===== src/rtl/pcd_pkg.sv =====
// Shared types, constants and helper functions for the plot command decoder.
// Used by every module of the block; depends on nothing else.
package pcd_pkg;

  localparam int DEF_SCREEN_WIDTH   = 800;
  localparam int DEF_SCREEN_HEIGHT  = 600;
  localparam int DEF_LOGICAL_WIDTH  = 1280;
  localparam int DEF_LOGICAL_HEIGHT = 1024;

  localparam int QDEPTH      = 2;
  localparam int ROOT_STEPS  = 17;
  localparam int SQ_W        = 34;
  localparam int IN_TDATA_W  = 32;
  localparam int OUT_TDATA_W = 152;
  localparam int CFG_AW      = 4;

  typedef enum logic [2:0] {
    PRIM_NONE,
    PRIM_LINE,
    PRIM_POINT,
    PRIM_TRIANGLE,
    PRIM_RECTANGLE,
    PRIM_CIRCLE,
    PRIM_DISC
  } prim_t;

  localparam logic [1:0] CMODE_MOVE   = 2'd0;
  localparam logic [1:0] CMODE_FG     = 2'd1;
  localparam logic [1:0] CMODE_INVERT = 2'd2;
  localparam logic [1:0] CMODE_BG     = 2'd3;

  localparam logic [7:0] GRP_MASK      = 8'hF8;
  localparam logic [7:0] GRP_MOVE      = 8'h00;
  localparam logic [7:0] GRP_POINT     = 8'h40;
  localparam logic [7:0] GRP_TRIANGLE  = 8'h50;
  localparam logic [7:0] GRP_RECTANGLE = 8'h60;
  localparam logic [7:0] GRP_CIRCLE    = 8'h90;
  localparam logic [7:0] GRP_DISC      = 8'h98;

  localparam logic [2:0] ROP_EOR = 3'd3;

  typedef enum logic [1:0] {
    REG_ENABLE,
    REG_FG,
    REG_BG,
    REG_ACTION
  } reg_idx_t;

  localparam logic       RST_ENABLE = 1'b0;
  localparam logic [2:0] RST_FG     = 3'd7;
  localparam logic [2:0] RST_BG     = 3'd0;
  localparam logic [2:0] RST_ACTION = 3'd0;

  typedef struct packed {
    logic       enable;
    logic [2:0] fg;
    logic [2:0] bg;
    logic [2:0] action;
  } cfg_t;

  // Coordinates in order: newest x, newest y, previous x, previous y,
  // oldest x, oldest y.
  typedef struct packed {
    prim_t            prim;
    logic [2:0]       rop;
    logic [31:0]      colour;
    logic [5:0][15:0] coord;
  } cmd_t;

  typedef struct packed {
    logic valid;
    cmd_t cmd;
  } q_push_t;

  typedef struct packed {
    logic full;
    logic empty;
  } q_stat_t;

  typedef enum logic [2:0] {
    BK_IDLE,
    BK_DIV,
    BK_SCALE,
    BK_SQR,
    BK_SUM,
    BK_ROOT,
    BK_DONE
  } bk_state_t;

  // ABGR word: index bit 0 lights red, bit 1 green, bit 2 blue.
  function automatic logic [31:0] palette_word(input logic [2:0] idx);
    return {8'hFF, {8{idx[2]}}, {8{idx[1]}}, {8{idx[0]}}};
  endfunction

endpackage


===== src/rtl/pcd_regs.sv =====
// Configuration register bank with an APB-style slave port.
// Depends on pcd_pkg for the register indexes, reset values and cfg_t.
module pcd_regs (
  input  logic                       clk,
  input  logic                       rst_n,
  input  logic                       cfg_psel,
  input  logic                       cfg_penable,
  input  logic                       cfg_pwrite,
  input  logic [pcd_pkg::CFG_AW-1:0] cfg_paddr,
  input  logic [31:0]                cfg_pwdata,
  output logic [31:0]                cfg_prdata,
  output logic                       cfg_pready,
  output pcd_pkg::cfg_t              cfg
);

  pcd_pkg::cfg_t     cfg_r;
  pcd_pkg::cfg_t     cfg_nxt;
  pcd_pkg::reg_idx_t idx;
  logic              wr;

  assign cfg_pready = 1'b1;
  assign wr         = cfg_psel && cfg_penable && cfg_pwrite && cfg_pready;
  assign idx        = pcd_pkg::reg_idx_t'(cfg_paddr[3:2]);
  assign cfg        = cfg_r;

  always_comb begin
    cfg_nxt = cfg_r;
    if (wr) begin
      case (idx)
        pcd_pkg::REG_ENABLE: cfg_nxt.enable = cfg_pwdata[0];
        pcd_pkg::REG_FG:     cfg_nxt.fg     = cfg_pwdata[2:0];
        pcd_pkg::REG_BG:     cfg_nxt.bg     = cfg_pwdata[2:0];
        pcd_pkg::REG_ACTION: cfg_nxt.action = cfg_pwdata[2:0];
        default: ;
      endcase
    end
  end

  always_comb begin
    case (idx)
      pcd_pkg::REG_ENABLE: cfg_prdata = {31'd0, cfg_r.enable};
      pcd_pkg::REG_FG:     cfg_prdata = {29'd0, cfg_r.fg};
      pcd_pkg::REG_BG:     cfg_prdata = {29'd0, cfg_r.bg};
      pcd_pkg::REG_ACTION: cfg_prdata = {29'd0, cfg_r.action};
      default:             cfg_prdata = 32'd0;
    endcase
  end

  always_ff @(posedge clk) begin
    if (!rst_n) begin
      cfg_r.enable <= pcd_pkg::RST_ENABLE;
      cfg_r.fg     <= pcd_pkg::RST_FG;
      cfg_r.bg     <= pcd_pkg::RST_BG;
      cfg_r.action <= pcd_pkg::RST_ACTION;
    end else begin
      cfg_r <= cfg_nxt;
    end
  end

endmodule


===== src/rtl/pcd_front.sv =====
// Front end: accepts plot command items, keeps the three-point history and
// classifies each item into a queued command. Depends on pcd_pkg.
module pcd_front (
  input  logic                           clk,
  input  logic                           rst_n,
  input  pcd_pkg::cfg_t                  cfg,
  input  logic                           in_tvalid,
  output logic                           in_tready,
  input  logic [7:0]                     in_tuser,  // plot_code[7:0]
  input  logic [pcd_pkg::IN_TDATA_W-1:0] in_tdata,  // coord_x[15:0], coord_y[31:16]
  input  pcd_pkg::q_stat_t               q_stat,
  output pcd_pkg::q_push_t               q_push
);

  logic [15:0] newx_r, newy_r, prevx_r, prevy_r;
  logic [15:0] newx_nxt, newy_nxt, prevx_nxt, prevy_nxt;
  logic [15:0] nx, ny, cx, cy;
  logic [7:0]  grp;
  logic [1:0]  cmode;
  logic        accept;
  logic        blank;
  pcd_pkg::prim_t prim;

  assign in_tready = !q_stat.full;
  assign accept    = in_tvalid && in_tready;
  assign cx        = in_tdata[15:0];
  assign cy        = in_tdata[31:16];
  assign grp       = in_tuser & pcd_pkg::GRP_MASK;
  assign cmode     = in_tuser[1:0];
  assign nx        = in_tuser[2] ? cx : newx_r + cx;
  assign ny        = in_tuser[2] ? cy : newy_r + cy;
  assign blank     = !cfg.enable ||
                     (grp == pcd_pkg::GRP_MOVE && cmode == pcd_pkg::CMODE_MOVE);

  always_comb begin
    case (grp)
      pcd_pkg::GRP_POINT:     prim = pcd_pkg::PRIM_POINT;
      pcd_pkg::GRP_TRIANGLE:  prim = pcd_pkg::PRIM_TRIANGLE;
      pcd_pkg::GRP_RECTANGLE: prim = pcd_pkg::PRIM_RECTANGLE;
      pcd_pkg::GRP_CIRCLE:    prim = pcd_pkg::PRIM_CIRCLE;
      pcd_pkg::GRP_DISC:      prim = pcd_pkg::PRIM_DISC;
      default:                prim = pcd_pkg::PRIM_LINE;
    endcase
  end

  always_comb begin
    q_push.valid = accept;
    if (blank) begin
      q_push.cmd.prim   = pcd_pkg::PRIM_NONE;
      q_push.cmd.rop    = 3'd0;
      q_push.cmd.colour = 32'd0;
      q_push.cmd.coord  = '0;
    end else begin
      q_push.cmd.prim   = prim;
      q_push.cmd.rop    = (cmode == pcd_pkg::CMODE_INVERT) ? pcd_pkg::ROP_EOR : cfg.action;
      q_push.cmd.colour = pcd_pkg::palette_word((cmode == pcd_pkg::CMODE_BG) ? cfg.bg
                                                                             : cfg.fg);
      q_push.cmd.coord  = {prevy_r, prevx_r, newy_r, newx_r, ny, nx};
    end
  end

  always_comb begin
    newx_nxt  = newx_r;
    newy_nxt  = newy_r;
    prevx_nxt = prevx_r;
    prevy_nxt = prevy_r;
    if (accept && cfg.enable) begin
      newx_nxt  = nx;
      newy_nxt  = ny;
      prevx_nxt = newx_r;
      prevy_nxt = newy_r;
    end
  end

  always_ff @(posedge clk) begin
    if (!rst_n) begin
      newx_r  <= 16'd0;
      newy_r  <= 16'd0;
      prevx_r <= 16'd0;
      prevy_r <= 16'd0;
    end else begin
      newx_r  <= newx_nxt;
      newy_r  <= newy_nxt;
      prevx_r <= prevx_nxt;
      prevy_r <= prevy_nxt;
    end
  end

endmodule


===== src/rtl/pcd_fifo.sv =====
// Short command queue between the front end and the back end.
// Depends on pcd_pkg for cmd_t, the push and status structs and its depth.
module pcd_fifo (
  input  logic             clk,
  input  logic             rst_n,
  input  pcd_pkg::q_push_t q_push,
  input  logic             pop,
  output pcd_pkg::cmd_t    head,
  output pcd_pkg::q_stat_t q_stat
);

  localparam int AW = (pcd_pkg::QDEPTH > 1) ? $clog2(pcd_pkg::QDEPTH) : 1;
  localparam int CW = $clog2(pcd_pkg::QDEPTH + 1);

  pcd_pkg::cmd_t mem_r [pcd_pkg::QDEPTH];
  logic [AW-1:0] wp_r, rp_r, wp_nxt, rp_nxt;
  logic [CW-1:0] cnt_r, cnt_nxt;
  logic          push_ok, pop_ok;

  assign q_stat.full  = (cnt_r == CW'(pcd_pkg::QDEPTH));
  assign q_stat.empty = (cnt_r == '0);
  assign push_ok      = q_push.valid && !q_stat.full;
  assign pop_ok       = pop && !q_stat.empty;
  assign head         = mem_r[rp_r];

  always_comb begin
    wp_nxt  = wp_r;
    rp_nxt  = rp_r;
    cnt_nxt = cnt_r;
    if (push_ok) begin
      wp_nxt = (wp_r == AW'(pcd_pkg::QDEPTH - 1)) ? '0 : wp_r + 1'b1;
    end
    if (pop_ok) begin
      rp_nxt = (rp_r == AW'(pcd_pkg::QDEPTH - 1)) ? '0 : rp_r + 1'b1;
    end
    if (push_ok && !pop_ok) begin
      cnt_nxt = cnt_r + 1'b1;
    end else if (pop_ok && !push_ok) begin
      cnt_nxt = cnt_r - 1'b1;
    end
  end

  always_ff @(posedge clk) begin
    if (push_ok) begin
      mem_r[wp_r] <= q_push.cmd;
    end
  end

  always_ff @(posedge clk) begin
    if (!rst_n) begin
      wp_r  <= '0;
      rp_r  <= '0;
      cnt_r <= '0;
    end else begin
      wp_r  <= wp_nxt;
      rp_r  <= rp_nxt;
      cnt_r <= cnt_nxt;
    end
  end

endmodule


===== src/rtl/pcd_back.sv =====
// Back end: scales the three points by reciprocal multiplication, computes the
// circle radius with a bit-pair square root and holds the output item. Uses pcd_pkg.
module pcd_back #(
  parameter int SCREEN_WIDTH   = pcd_pkg::DEF_SCREEN_WIDTH,
  parameter int SCREEN_HEIGHT  = pcd_pkg::DEF_SCREEN_HEIGHT,
  parameter int LOGICAL_WIDTH  = pcd_pkg::DEF_LOGICAL_WIDTH,
  parameter int LOGICAL_HEIGHT = pcd_pkg::DEF_LOGICAL_HEIGHT
) (
  input  logic                            clk,
  input  logic                            rst_n,
  input  pcd_pkg::q_stat_t                q_stat,
  input  pcd_pkg::cmd_t                   head,
  output logic                            pop,
  output logic                            out_tvalid,
  input  logic                            out_tready,
  output logic [2:0]                      out_tuser,  // primitive_res[2:0]
  // raster_op[2:0], colour_word[34:3], newest_px[50:35], newest_py[66:51],
  // previous_px[82:67], previous_py[98:83], oldest_px[114:99],
  // oldest_py[130:115], circle_radius[146:131], zero fill above
  output logic [pcd_pkg::OUT_TDATA_W-1:0] out_tdata
);

  localparam int SMAX  = (SCREEN_WIDTH > SCREEN_HEIGHT) ? SCREEN_WIDTH : SCREEN_HEIGHT;
  localparam int PW    = 17 + $clog2(SMAX + 1);
  localparam int RW    = PW + 1;
  localparam int QW    = PW + RW;
  localparam int KX    = PW + $clog2(LOGICAL_WIDTH);
  localparam int KY    = PW + $clog2(LOGICAL_HEIGHT);
  localparam int CNT_W = $clog2(pcd_pkg::ROOT_STEPS + 1);
  localparam int PAD_W = pcd_pkg::OUT_TDATA_W - 147;

  // Rounded-up reciprocals; the products stay below 2^PW, so the quotient is exact.
  localparam logic [RW-1:0] RCP_X  =
    RW'(((longint'(1) << KX) + longint'(LOGICAL_WIDTH) - 1) / longint'(LOGICAL_WIDTH));
  localparam logic [RW-1:0] RCP_Y  =
    RW'(((longint'(1) << KY) + longint'(LOGICAL_HEIGHT) - 1) / longint'(LOGICAL_HEIGHT));
  localparam logic [PW-1:0] MUL_X  = PW'(SCREEN_WIDTH);
  localparam logic [PW-1:0] MUL_Y  = PW'(SCREEN_HEIGHT);
  localparam logic [15:0]   PY_TOP = 16'(SCREEN_HEIGHT - 1);

  pcd_pkg::bk_state_t state_r, state_nxt;
  logic [CNT_W-1:0]   cnt_r, cnt_nxt;
  pcd_pkg::prim_t     prim_r, prim_nxt;
  logic [2:0]         rop_r, rop_nxt;
  logic [31:0]        colour_r, colour_nxt;

  logic [5:0][PW-1:0] mag_r, mag_nxt, quo_r, quo_nxt, prod, qv;
  logic [5:0][QW-1:0] qprod;
  logic [5:0]         neg_r, neg_nxt;
  logic [5:0][16:0]   absv;
  logic [5:0][15:0]   pix_r, pix_nxt, pixv, sv;

  logic signed [16:0] dx, dy;
  logic signed [33:0] dxx, dyy;
  logic [32:0]        sqx_r, sqx_nxt, sqy_r, sqy_nxt;
  logic [pcd_pkg::SQ_W-1:0] radv_r, radv_nxt;
  logic [17:0]        rrem_r, rrem_nxt;
  logic [16:0]        rres_r, rres_nxt, res_step;
  logic [19:0]        remsh, rtrial;
  logic               rge;
  logic [15:0]        radius_r, radius_nxt;

  logic               out_valid_r, out_valid_nxt;
  logic [2:0]         out_prim_r, out_prim_nxt;
  logic [pcd_pkg::OUT_TDATA_W-1:0] out_data_r, out_data_nxt;
  logic               load_out;

  assign out_tvalid = out_valid_r;
  assign out_tuser  = out_prim_r;
  assign out_tdata  = out_data_r;

  // Per-lane load values, reciprocal quotient and final scaling; even lanes are x.
  always_comb begin
    for (int i = 0; i < 6; i++) begin
      absv[i]  = head.coord[i][15] ? (17'd0 - {1'b1, head.coord[i]})
                                   : {1'b0, head.coord[i]};
      prod[i]  = PW'(absv[i]) * (i[0] ? MUL_Y : MUL_X);
      qprod[i] = QW'(mag_r[i]) * QW'(i[0] ? RCP_Y : RCP_X);
      qv[i]    = PW'(qprod[i] >> (i[0] ? KY : KX));
      sv[i]    = neg_r[i] ? (16'd0 - quo_r[i][15:0]) : quo_r[i][15:0];
      pixv[i]  = i[0] ? (PY_TOP - sv[i]) : sv[i];
    end
  end

  assign dx  = $signed({pix_r[0][15], pix_r[0]}) - $signed({pix_r[2][15], pix_r[2]});
  assign dy  = $signed({pix_r[1][15], pix_r[1]}) - $signed({pix_r[3][15], pix_r[3]});
  assign dxx = dx * dx;
  assign dyy = dy * dy;

  assign remsh    = {rrem_r, radv_r[pcd_pkg::SQ_W-1 -: 2]};
  assign rtrial   = {1'b0, rres_r, 2'b01};
  assign rge      = remsh >= rtrial;
  assign res_step = {rres_r[15:0], rge};

  always_comb begin
    state_nxt    = state_r;
    cnt_nxt      = cnt_r;
    prim_nxt     = prim_r;
    rop_nxt      = rop_r;
    colour_nxt   = colour_r;
    mag_nxt      = mag_r;
    quo_nxt      = quo_r;
    neg_nxt      = neg_r;
    pix_nxt      = pix_r;
    sqx_nxt      = sqx_r;
    sqy_nxt      = sqy_r;
    radv_nxt     = radv_r;
    rrem_nxt     = rrem_r;
    rres_nxt     = rres_r;
    radius_nxt   = radius_r;
    pop          = 1'b0;
    load_out     = 1'b0;
    case (state_r)
      pcd_pkg::BK_IDLE: begin
        if (!q_stat.empty) begin
          pop        = 1'b1;
          prim_nxt   = head.prim;
          rop_nxt    = head.rop;
          colour_nxt = head.colour;
          radius_nxt = 16'd0;
          if (head.prim == pcd_pkg::PRIM_NONE) begin
            pix_nxt   = '0;
            state_nxt = pcd_pkg::BK_DONE;
          end else begin
            for (int i = 0; i < 6; i++) begin
              mag_nxt[i] = prod[i];
              neg_nxt[i] = head.coord[i][15];
            end
            state_nxt = pcd_pkg::BK_DIV;
          end
        end
      end
      pcd_pkg::BK_DIV: begin
        quo_nxt   = qv;
        state_nxt = pcd_pkg::BK_SCALE;
      end
      pcd_pkg::BK_SCALE: begin
        pix_nxt = pixv;
        if (prim_r == pcd_pkg::PRIM_CIRCLE || prim_r == pcd_pkg::PRIM_DISC) begin
          state_nxt = pcd_pkg::BK_SQR;
        end else begin
          state_nxt = pcd_pkg::BK_DONE;
        end
      end
      pcd_pkg::BK_SQR: begin
        sqx_nxt   = dxx[32:0];
        sqy_nxt   = dyy[32:0];
        state_nxt = pcd_pkg::BK_SUM;
      end
      pcd_pkg::BK_SUM: begin
        radv_nxt  = pcd_pkg::SQ_W'(sqx_r) + pcd_pkg::SQ_W'(sqy_r);
        rrem_nxt  = '0;
        rres_nxt  = '0;
        cnt_nxt   = '0;
        state_nxt = pcd_pkg::BK_ROOT;
      end
      pcd_pkg::BK_ROOT: begin
        rrem_nxt = rge ? 18'(remsh - rtrial) : remsh[17:0];
        rres_nxt = res_step;
        radv_nxt = {radv_r[pcd_pkg::SQ_W-3:0], 2'b00};
        cnt_nxt  = cnt_r + 1'b1;
        if (cnt_r == CNT_W'(pcd_pkg::ROOT_STEPS - 1)) begin
          radius_nxt = res_step[16] ? 16'hFFFF : res_step[15:0];
          state_nxt  = pcd_pkg::BK_DONE;
        end
      end
      pcd_pkg::BK_DONE: begin
        if (!out_valid_r || out_tready) begin
          load_out  = 1'b1;
          state_nxt = pcd_pkg::BK_IDLE;
        end
      end
      default: state_nxt = pcd_pkg::BK_IDLE;
    endcase
  end

  always_comb begin
    out_valid_nxt = out_valid_r && !out_tready;
    out_prim_nxt  = out_prim_r;
    out_data_nxt  = out_data_r;
    if (load_out) begin
      out_valid_nxt = 1'b1;
      out_prim_nxt  = prim_r;
      out_data_nxt  = {{PAD_W{1'b0}}, radius_r, pix_r[5], pix_r[4], pix_r[3],
                       pix_r[2], pix_r[1], pix_r[0], colour_r, rop_r};
    end
  end

  always_ff @(posedge clk) begin
    if (!rst_n) begin
      state_r     <= pcd_pkg::BK_IDLE;
      cnt_r       <= '0;
      out_valid_r <= 1'b0;
    end else begin
      state_r     <= state_nxt;
      cnt_r       <= cnt_nxt;
      out_valid_r <= out_valid_nxt;
    end
  end

  always_ff @(posedge clk) begin
    prim_r     <= prim_nxt;
    rop_r      <= rop_nxt;
    colour_r   <= colour_nxt;
    mag_r      <= mag_nxt;
    quo_r      <= quo_nxt;
    neg_r      <= neg_nxt;
    pix_r      <= pix_nxt;
    sqx_r      <= sqx_nxt;
    sqy_r      <= sqy_nxt;
    radv_r     <= radv_nxt;
    rrem_r     <= rrem_nxt;
    rres_r     <= rres_nxt;
    radius_r   <= radius_nxt;
    out_prim_r <= out_prim_nxt;
    out_data_r <= out_data_nxt;
  end

endmodule


===== src/rtl/plot_command_decoder_top.sv =====
// Top level of the plot command decoder: register bank, front end, command
// queue and back end. Depends on pcd_pkg, pcd_regs, pcd_front, pcd_fifo, pcd_back.

// Each accepted item is one plot command and yields exactly one output item,
// in order. The front end updates the point history and queues the command in
// the cycle it is accepted; a two-entry queue lets it take further items while
// the back end works. The back end scales all three points at once, in
// registered steps: it multiplies each coordinate by the screen size, then by a
// rounded-up reciprocal of the logical size to get the truncated quotient, and
// last applies the sign and the vertical flip. A command that draws nothing
// skips the scaling; circles and discs add the squaring step, the sum and the
// 17-step square root loop. A result that is not taken holds the back end in its
// done state.
// Configuration must be written only while no item is in flight.
module plot_command_decoder_top #(
  parameter int SCREEN_WIDTH   = pcd_pkg::DEF_SCREEN_WIDTH,
  parameter int SCREEN_HEIGHT  = pcd_pkg::DEF_SCREEN_HEIGHT,
  parameter int LOGICAL_WIDTH  = pcd_pkg::DEF_LOGICAL_WIDTH,
  parameter int LOGICAL_HEIGHT = pcd_pkg::DEF_LOGICAL_HEIGHT
) (
  input  logic                            clk,
  input  logic                            rst_n,
  input  logic                            cfg_psel,
  input  logic                            cfg_penable,
  input  logic                            cfg_pwrite,
  input  logic [pcd_pkg::CFG_AW-1:0]      cfg_paddr,
  input  logic [31:0]                     cfg_pwdata,
  output logic [31:0]                     cfg_prdata,
  output logic                            cfg_pready,
  input  logic                            in_tvalid,
  output logic                            in_tready,
  input  logic [7:0]                      in_tuser,  // plot_code[7:0]
  input  logic [pcd_pkg::IN_TDATA_W-1:0]  in_tdata,  // coord_x[15:0], coord_y[31:16]
  output logic                            out_tvalid,
  input  logic                            out_tready,
  output logic [2:0]                      out_tuser, // primitive_res[2:0]
  // raster_op[2:0], colour_word[34:3], newest_px[50:35], newest_py[66:51],
  // previous_px[82:67], previous_py[98:83], oldest_px[114:99],
  // oldest_py[130:115], circle_radius[146:131], zero fill above
  output logic [pcd_pkg::OUT_TDATA_W-1:0] out_tdata
);

  pcd_pkg::cfg_t    cfg;
  pcd_pkg::q_push_t q_push;
  pcd_pkg::q_stat_t q_stat;
  pcd_pkg::cmd_t    head;
  logic             pop;

  pcd_regs u_regs (
    .clk         (clk),
    .rst_n       (rst_n),
    .cfg_psel    (cfg_psel),
    .cfg_penable (cfg_penable),
    .cfg_pwrite  (cfg_pwrite),
    .cfg_paddr   (cfg_paddr),
    .cfg_pwdata  (cfg_pwdata),
    .cfg_prdata  (cfg_prdata),
    .cfg_pready  (cfg_pready),
    .cfg         (cfg)
  );

  pcd_front u_front (
    .clk       (clk),
    .rst_n     (rst_n),
    .cfg       (cfg),
    .in_tvalid (in_tvalid),
    .in_tready (in_tready),
    .in_tuser  (in_tuser),
    .in_tdata  (in_tdata),
    .q_stat    (q_stat),
    .q_push    (q_push)
  );

  pcd_fifo u_fifo (
    .clk    (clk),
    .rst_n  (rst_n),
    .q_push (q_push),
    .pop    (pop),
    .head   (head),
    .q_stat (q_stat)
  );

  pcd_back #(
    .SCREEN_WIDTH   (SCREEN_WIDTH),
    .SCREEN_HEIGHT  (SCREEN_HEIGHT),
    .LOGICAL_WIDTH  (LOGICAL_WIDTH),
    .LOGICAL_HEIGHT (LOGICAL_HEIGHT)
  ) u_back (
    .clk        (clk),
    .rst_n      (rst_n),
    .q_stat     (q_stat),
    .head       (head),
    .pop        (pop),
    .out_tvalid (out_tvalid),
    .out_tready (out_tready),
    .out_tuser  (out_tuser),
    .out_tdata  (out_tdata)
  );

`ifndef SYNTH
  a_none_is_blank: assert property (@(posedge clk) disable iff (!rst_n)
    (out_tvalid && out_tuser == pcd_pkg::PRIM_NONE) |-> (out_tdata == '0))
    else $error("empty command carries a nonzero payload");

  a_radius_circle_only: assert property (@(posedge clk) disable iff (!rst_n)
    (out_tvalid && out_tuser != pcd_pkg::PRIM_CIRCLE && out_tuser != pcd_pkg::PRIM_DISC)
    |-> (out_tdata[146:131] == 16'd0))
    else $error("radius set on a primitive that is not a circle");

  a_reset_empty: assert property (@(posedge clk)
    !rst_n |=> !out_tvalid)
    else $error("output valid right after reset");
`endif

endmodule


===== config.mk =====
export PLATFORM = sky130hd
export DESIGN_NAME = plot_command_decoder_top
export DESIGN_NICKNAME = d
export VERILOG_FILES = /design/src/rtl/pcd_pkg.sv /design/src/rtl/pcd_regs.sv /design/src/rtl/pcd_front.sv /design/src/rtl/pcd_fifo.sv /design/src/rtl/pcd_back.sv /design/src/rtl/plot_command_decoder_top.sv
export SDC_FILE = /design/constraint.sdc
export NUM_CORES = 2
export LEC_CHECK = 0
export BUFFER_PORTS_ARGS = -buffer_cell sky130_fd_sc_hd__buf_4
export CAP_MARGIN = 20
export CORE_AREA = 4 4 411 413
export DETAILED_ROUTE_END_ITERATION = 7
export DIE_AREA = 0 0 415 417
export PLACE_DENSITY = 0.75
export SETUP_SLACK_MARGIN = 0.5
export SYNTH_ARGS = -nofsm -noshare
export SYNTH_HDL_FRONTEND = slang
export SYNTH_SLANG_ARGS = --single-unit

===== constraint.sdc =====
create_clock -name clk -period 12.09 [get_ports clk]
set_clock_uncertainty 0.1 [all_clocks]
set_input_delay 1.8135 -clock clk [delete_from_list [all_inputs] [get_ports clk]]
set_output_delay 1.8135 -clock clk [all_outputs]
set_load 0.03 [all_outputs]

==> impl_metrics.toml <==
[worst_setup_path]
critical_path_required_ns = 12.44
crit_path_end_kind = "flop"
worstSetupPathType = "flop to flop"
path_common_cell = "fa_1"
cpPeakStageDelay_ns = 0.84
cp_max_fo = 22
cp.arrival_ns = 9.97
startpoint_type = "flop"
slowest_stage = "fa_1"

[placement]
hpwlAfterDp_microns = 165000
place_inst = 10800
placed_area_sq_um = 94200
io_buffers = 206
place_congestion = 0.945

[drt]
viasPerCell = 5.48
ant_nets = 0
via_count = 60200
drc = 0
wl_microns = 202000
dr.pass1.iters = 8
drt_iter0_drc = 3593
post_drt_wl_per_cell_microns = 18.4

[sta]
hold_viol = 0
drv_slew = 0
grt_setup_unrepaired = "false"
fin_crit_ns = 9.62
finalSetupViolCount = 0
min_period_over_period_pct = 79.6
timing.fmax_mhz = 104
fin_tns_setup_ns = 0
maxSlewHeadroom_pct = 23.2
worst_pin_slew_ns = 1.14

[yosys]
synthMuxAreaShare_pct = 1.60
ys_seq_area_share_pct = 28.7
synth_cell_types = 103
yosysWarningCount = 0
synth-simple-area-share_pct = 9.01
synth_compound_area_share_pct = 7.75
synth_xor_area_share_pct = 4.59
ys.flop_type = "edfxtp_1"
synth_top_family_by_area = "adder cells"
ys_seq_elements = 893
async_flop_share_pct = 0
synth_edf_count = 805
synth.avg_cell_area_sq_um = 10.6
syn_area_sq_um = 90500
syn_inst = 8541
synth_fa_ha_area_share_pct = 40.1

[die]
rows = 149
coreArea_sq_um = 165000
fp.dieH_microns = 417
die_x_microns = 415
io_pins = 273
die-area_sq_um = 173000
start_util_pct = 54.9

[global_route]
grt_pass1_vias = 63800
grt_pass1_wl_microns = 330000
grt_remaining_overflow = 0
grt_max_degree = 121
antenna_found_initial = 0
grt_use_total_pct = 23.6

[clock_network]
cts_tree = "yes"
clk_latency_ns = 0.73
cts.sinks = 893
clockBufferDepth = 3
cts_setup_buffers = 0
root_buffer = "clkbuf_16"
cts_hold_buffers = 0
clk_pin_slew_ns = 0.06
cts_buffers = 98
cts_resized = 0
htreeDepth = 3

[cells_and_area]
finalInstanceArea_sq_um = 97700
fin_nets = 11000
area_growth_pct = 7.99
instances_no_fill = 11000
fin_util_pct = 59.3
drive_gt1_share_pct = 6.13

[run_status]
status = "finished clean"

[run]
maxCapViolations = 0

[min_path]
worst_hold_path_type = "flop to flop"
## cell type report
cell class	count	area [sq um]
clock inverter	67	918
clock buffer	117	2550
fill	13400	67100
inverter	1674	6280
sequential	893	25900
tap	2189	2740
timing repair buffer	259	1960
multi-input combinational	5780	57300
antenna	2	5.00
## state kept, by name, indices dropped and copies added (netlist names), 17 cells and up, named ones only
signal,cells
u_back.rres_r,17
u_back.quo_r,96
u_back.pix_r,96
u_back.rrem_r,18
u_back.radv_r,34
u_fifo.mem_r,212
u_back.sqy_r,32
u_back.out_tdata,119
u_back.mag_r,114
u_back.sqx_r,32
## cell families (layout without fill, tap and decap cells)
logic type / after synthesis / count (layout)
XOR/XNOR: 473 / 473
AND/OR/NAND/NOR: 1765 / 1765
adder cells (fa/ha/maj): 2260 / 2260
flip-flops: 893 / 893
multiplexers: 138 / 138
buffers and inverters: 1919 / 2117
AO/OA/AOI/OAI: 1091 / 1091
other: 2 / 55
## Yosys cell counts, types with 11 or more instances
library cell | number | area share, %
mux2_2 | 23 | 0.29
o31ai_1 | 48 | 0.40
buf_4 | 66 | 0.55
a21o_1 | 116 | 0.96
a31oi_1 | 35 | 0.24
and2_1 | 30 | 0.21
nand3_1 | 103 | 0.57
or4_1 | 11 | 0.091
nor3_1 | 130 | 0.72
nand4_1 | 45 | 0.31
nor2_1 | 639 | 2.7
clkbuf_1 | 143 | 0.59
xor2_1 | 187 | 1.8
nor4_1 | 14 | 0.097
buf_1 | 12 | 0.050
nand2b_1 | 59 | 0.41
dfxtp_1 | 88 | 1.9
and3_1 | 102 | 0.71
o21bai_1 | 34 | 0.28
or3_1 | 35 | 0.24
mux2i_1 | 111 | 1.2
a211oi_1 | 55 | 0.46
buf_2 | 22 | 0.12
xnor2_1 | 285 | 2.8
ha_1 | 1191 | 16
o31a_1 | 11 | 0.11
a21oi_1 | 296 | 1.6
nor3b_1 | 13 | 0.11
edfxtp_1 | 805 | 27
fa_1 | 1069 | 24
o41ai_1 | 13 | 0.13
nor2b_1 | 67 | 0.46
o21a_1 | 46 | 0.38
o21ai_1 | 13 | 0.072
or2_2 | 25 | 0.17
inv_1 | 1661 | 6.9
o32ai_1 | 14 | 0.14
nand2_1 | 453 | 1.9
o211ai_1 | 22 | 0.18
o21ai_0 | 258 | 1.4
## critical path: cells and delay by family, from the launching register on
kind | cells | cell delay (ns)
AND/OR/NAND/NOR | 7 | 1.29
buffers and inverters | 3 | 0.98
AO/OA/AOI/OAI | 9 | 1.99
adder cells (fa/ha/maj) | 9 | 4.47
XOR/XNOR | 1 | 0.10
flip-flops | 1 | 0.40
## stage by stage
stage	hold WS [ns]	worst slack (ns)
3_3_place_gp	0.301	2.71
6_report	0.315	2.47
5_1_grt	0.320	1.82
2_1_floorplan	0.300	2.84
3_5_place_dp	0.305	2.58
4_1_cts	0.315	2.52
## cell usage in the layout, fill, tap and decap left out, types with 35 or more instances in the layout
master        n
ha_1       1191
inv_1      1660
nor3_1      128
nand3_1     103
a21o_1      116
and3_1      100
a21oi_1     296
nand2b_1     59
o21a_1       46
a31oi_1      35
nand4_1      45
clkbuf_16    98
nor2_1      638
dfxtp_1      87
fa_1       1069
edfxtp_1    805
a211oi_1     55
o31ai_1      48
buf_4       258
mux2i_1     111
xor2_1      187
or3_1        35
o21ai_0     256
nand2_1     452
conb_1       53
xnor2_1     283
nor2b_1      65
## routing by layer
layer  global-route usage (%)  vias to the layer above  wire [microns]
met5                        0                        -               0
met1                     31.3                    29800           85600
li1                         -                    28500               -
met4                     8.10                        0            7240
met3                     3.06                      353           10800
met2                     40.2                     1566           98000
## final timing paths
path                    start          endpoint  slack [ns]  cells after the start
max          u_back.pix_r[32]  u_back.sqx_r[32]        2.47                     29
min          u_back.mag_r[48]  u_back.quo_r[38]        0.31                      0
max reg2reg  u_back.pix_r[32]  u_back.sqx_r[32]        2.47                     29
min reg2reg  u_back.mag_r[48]  u_back.quo_r[38]        0.31                      0
Power is not shown: default switching activity piles up to over one toggle a cycle in this logic, so the estimate is an artifact.
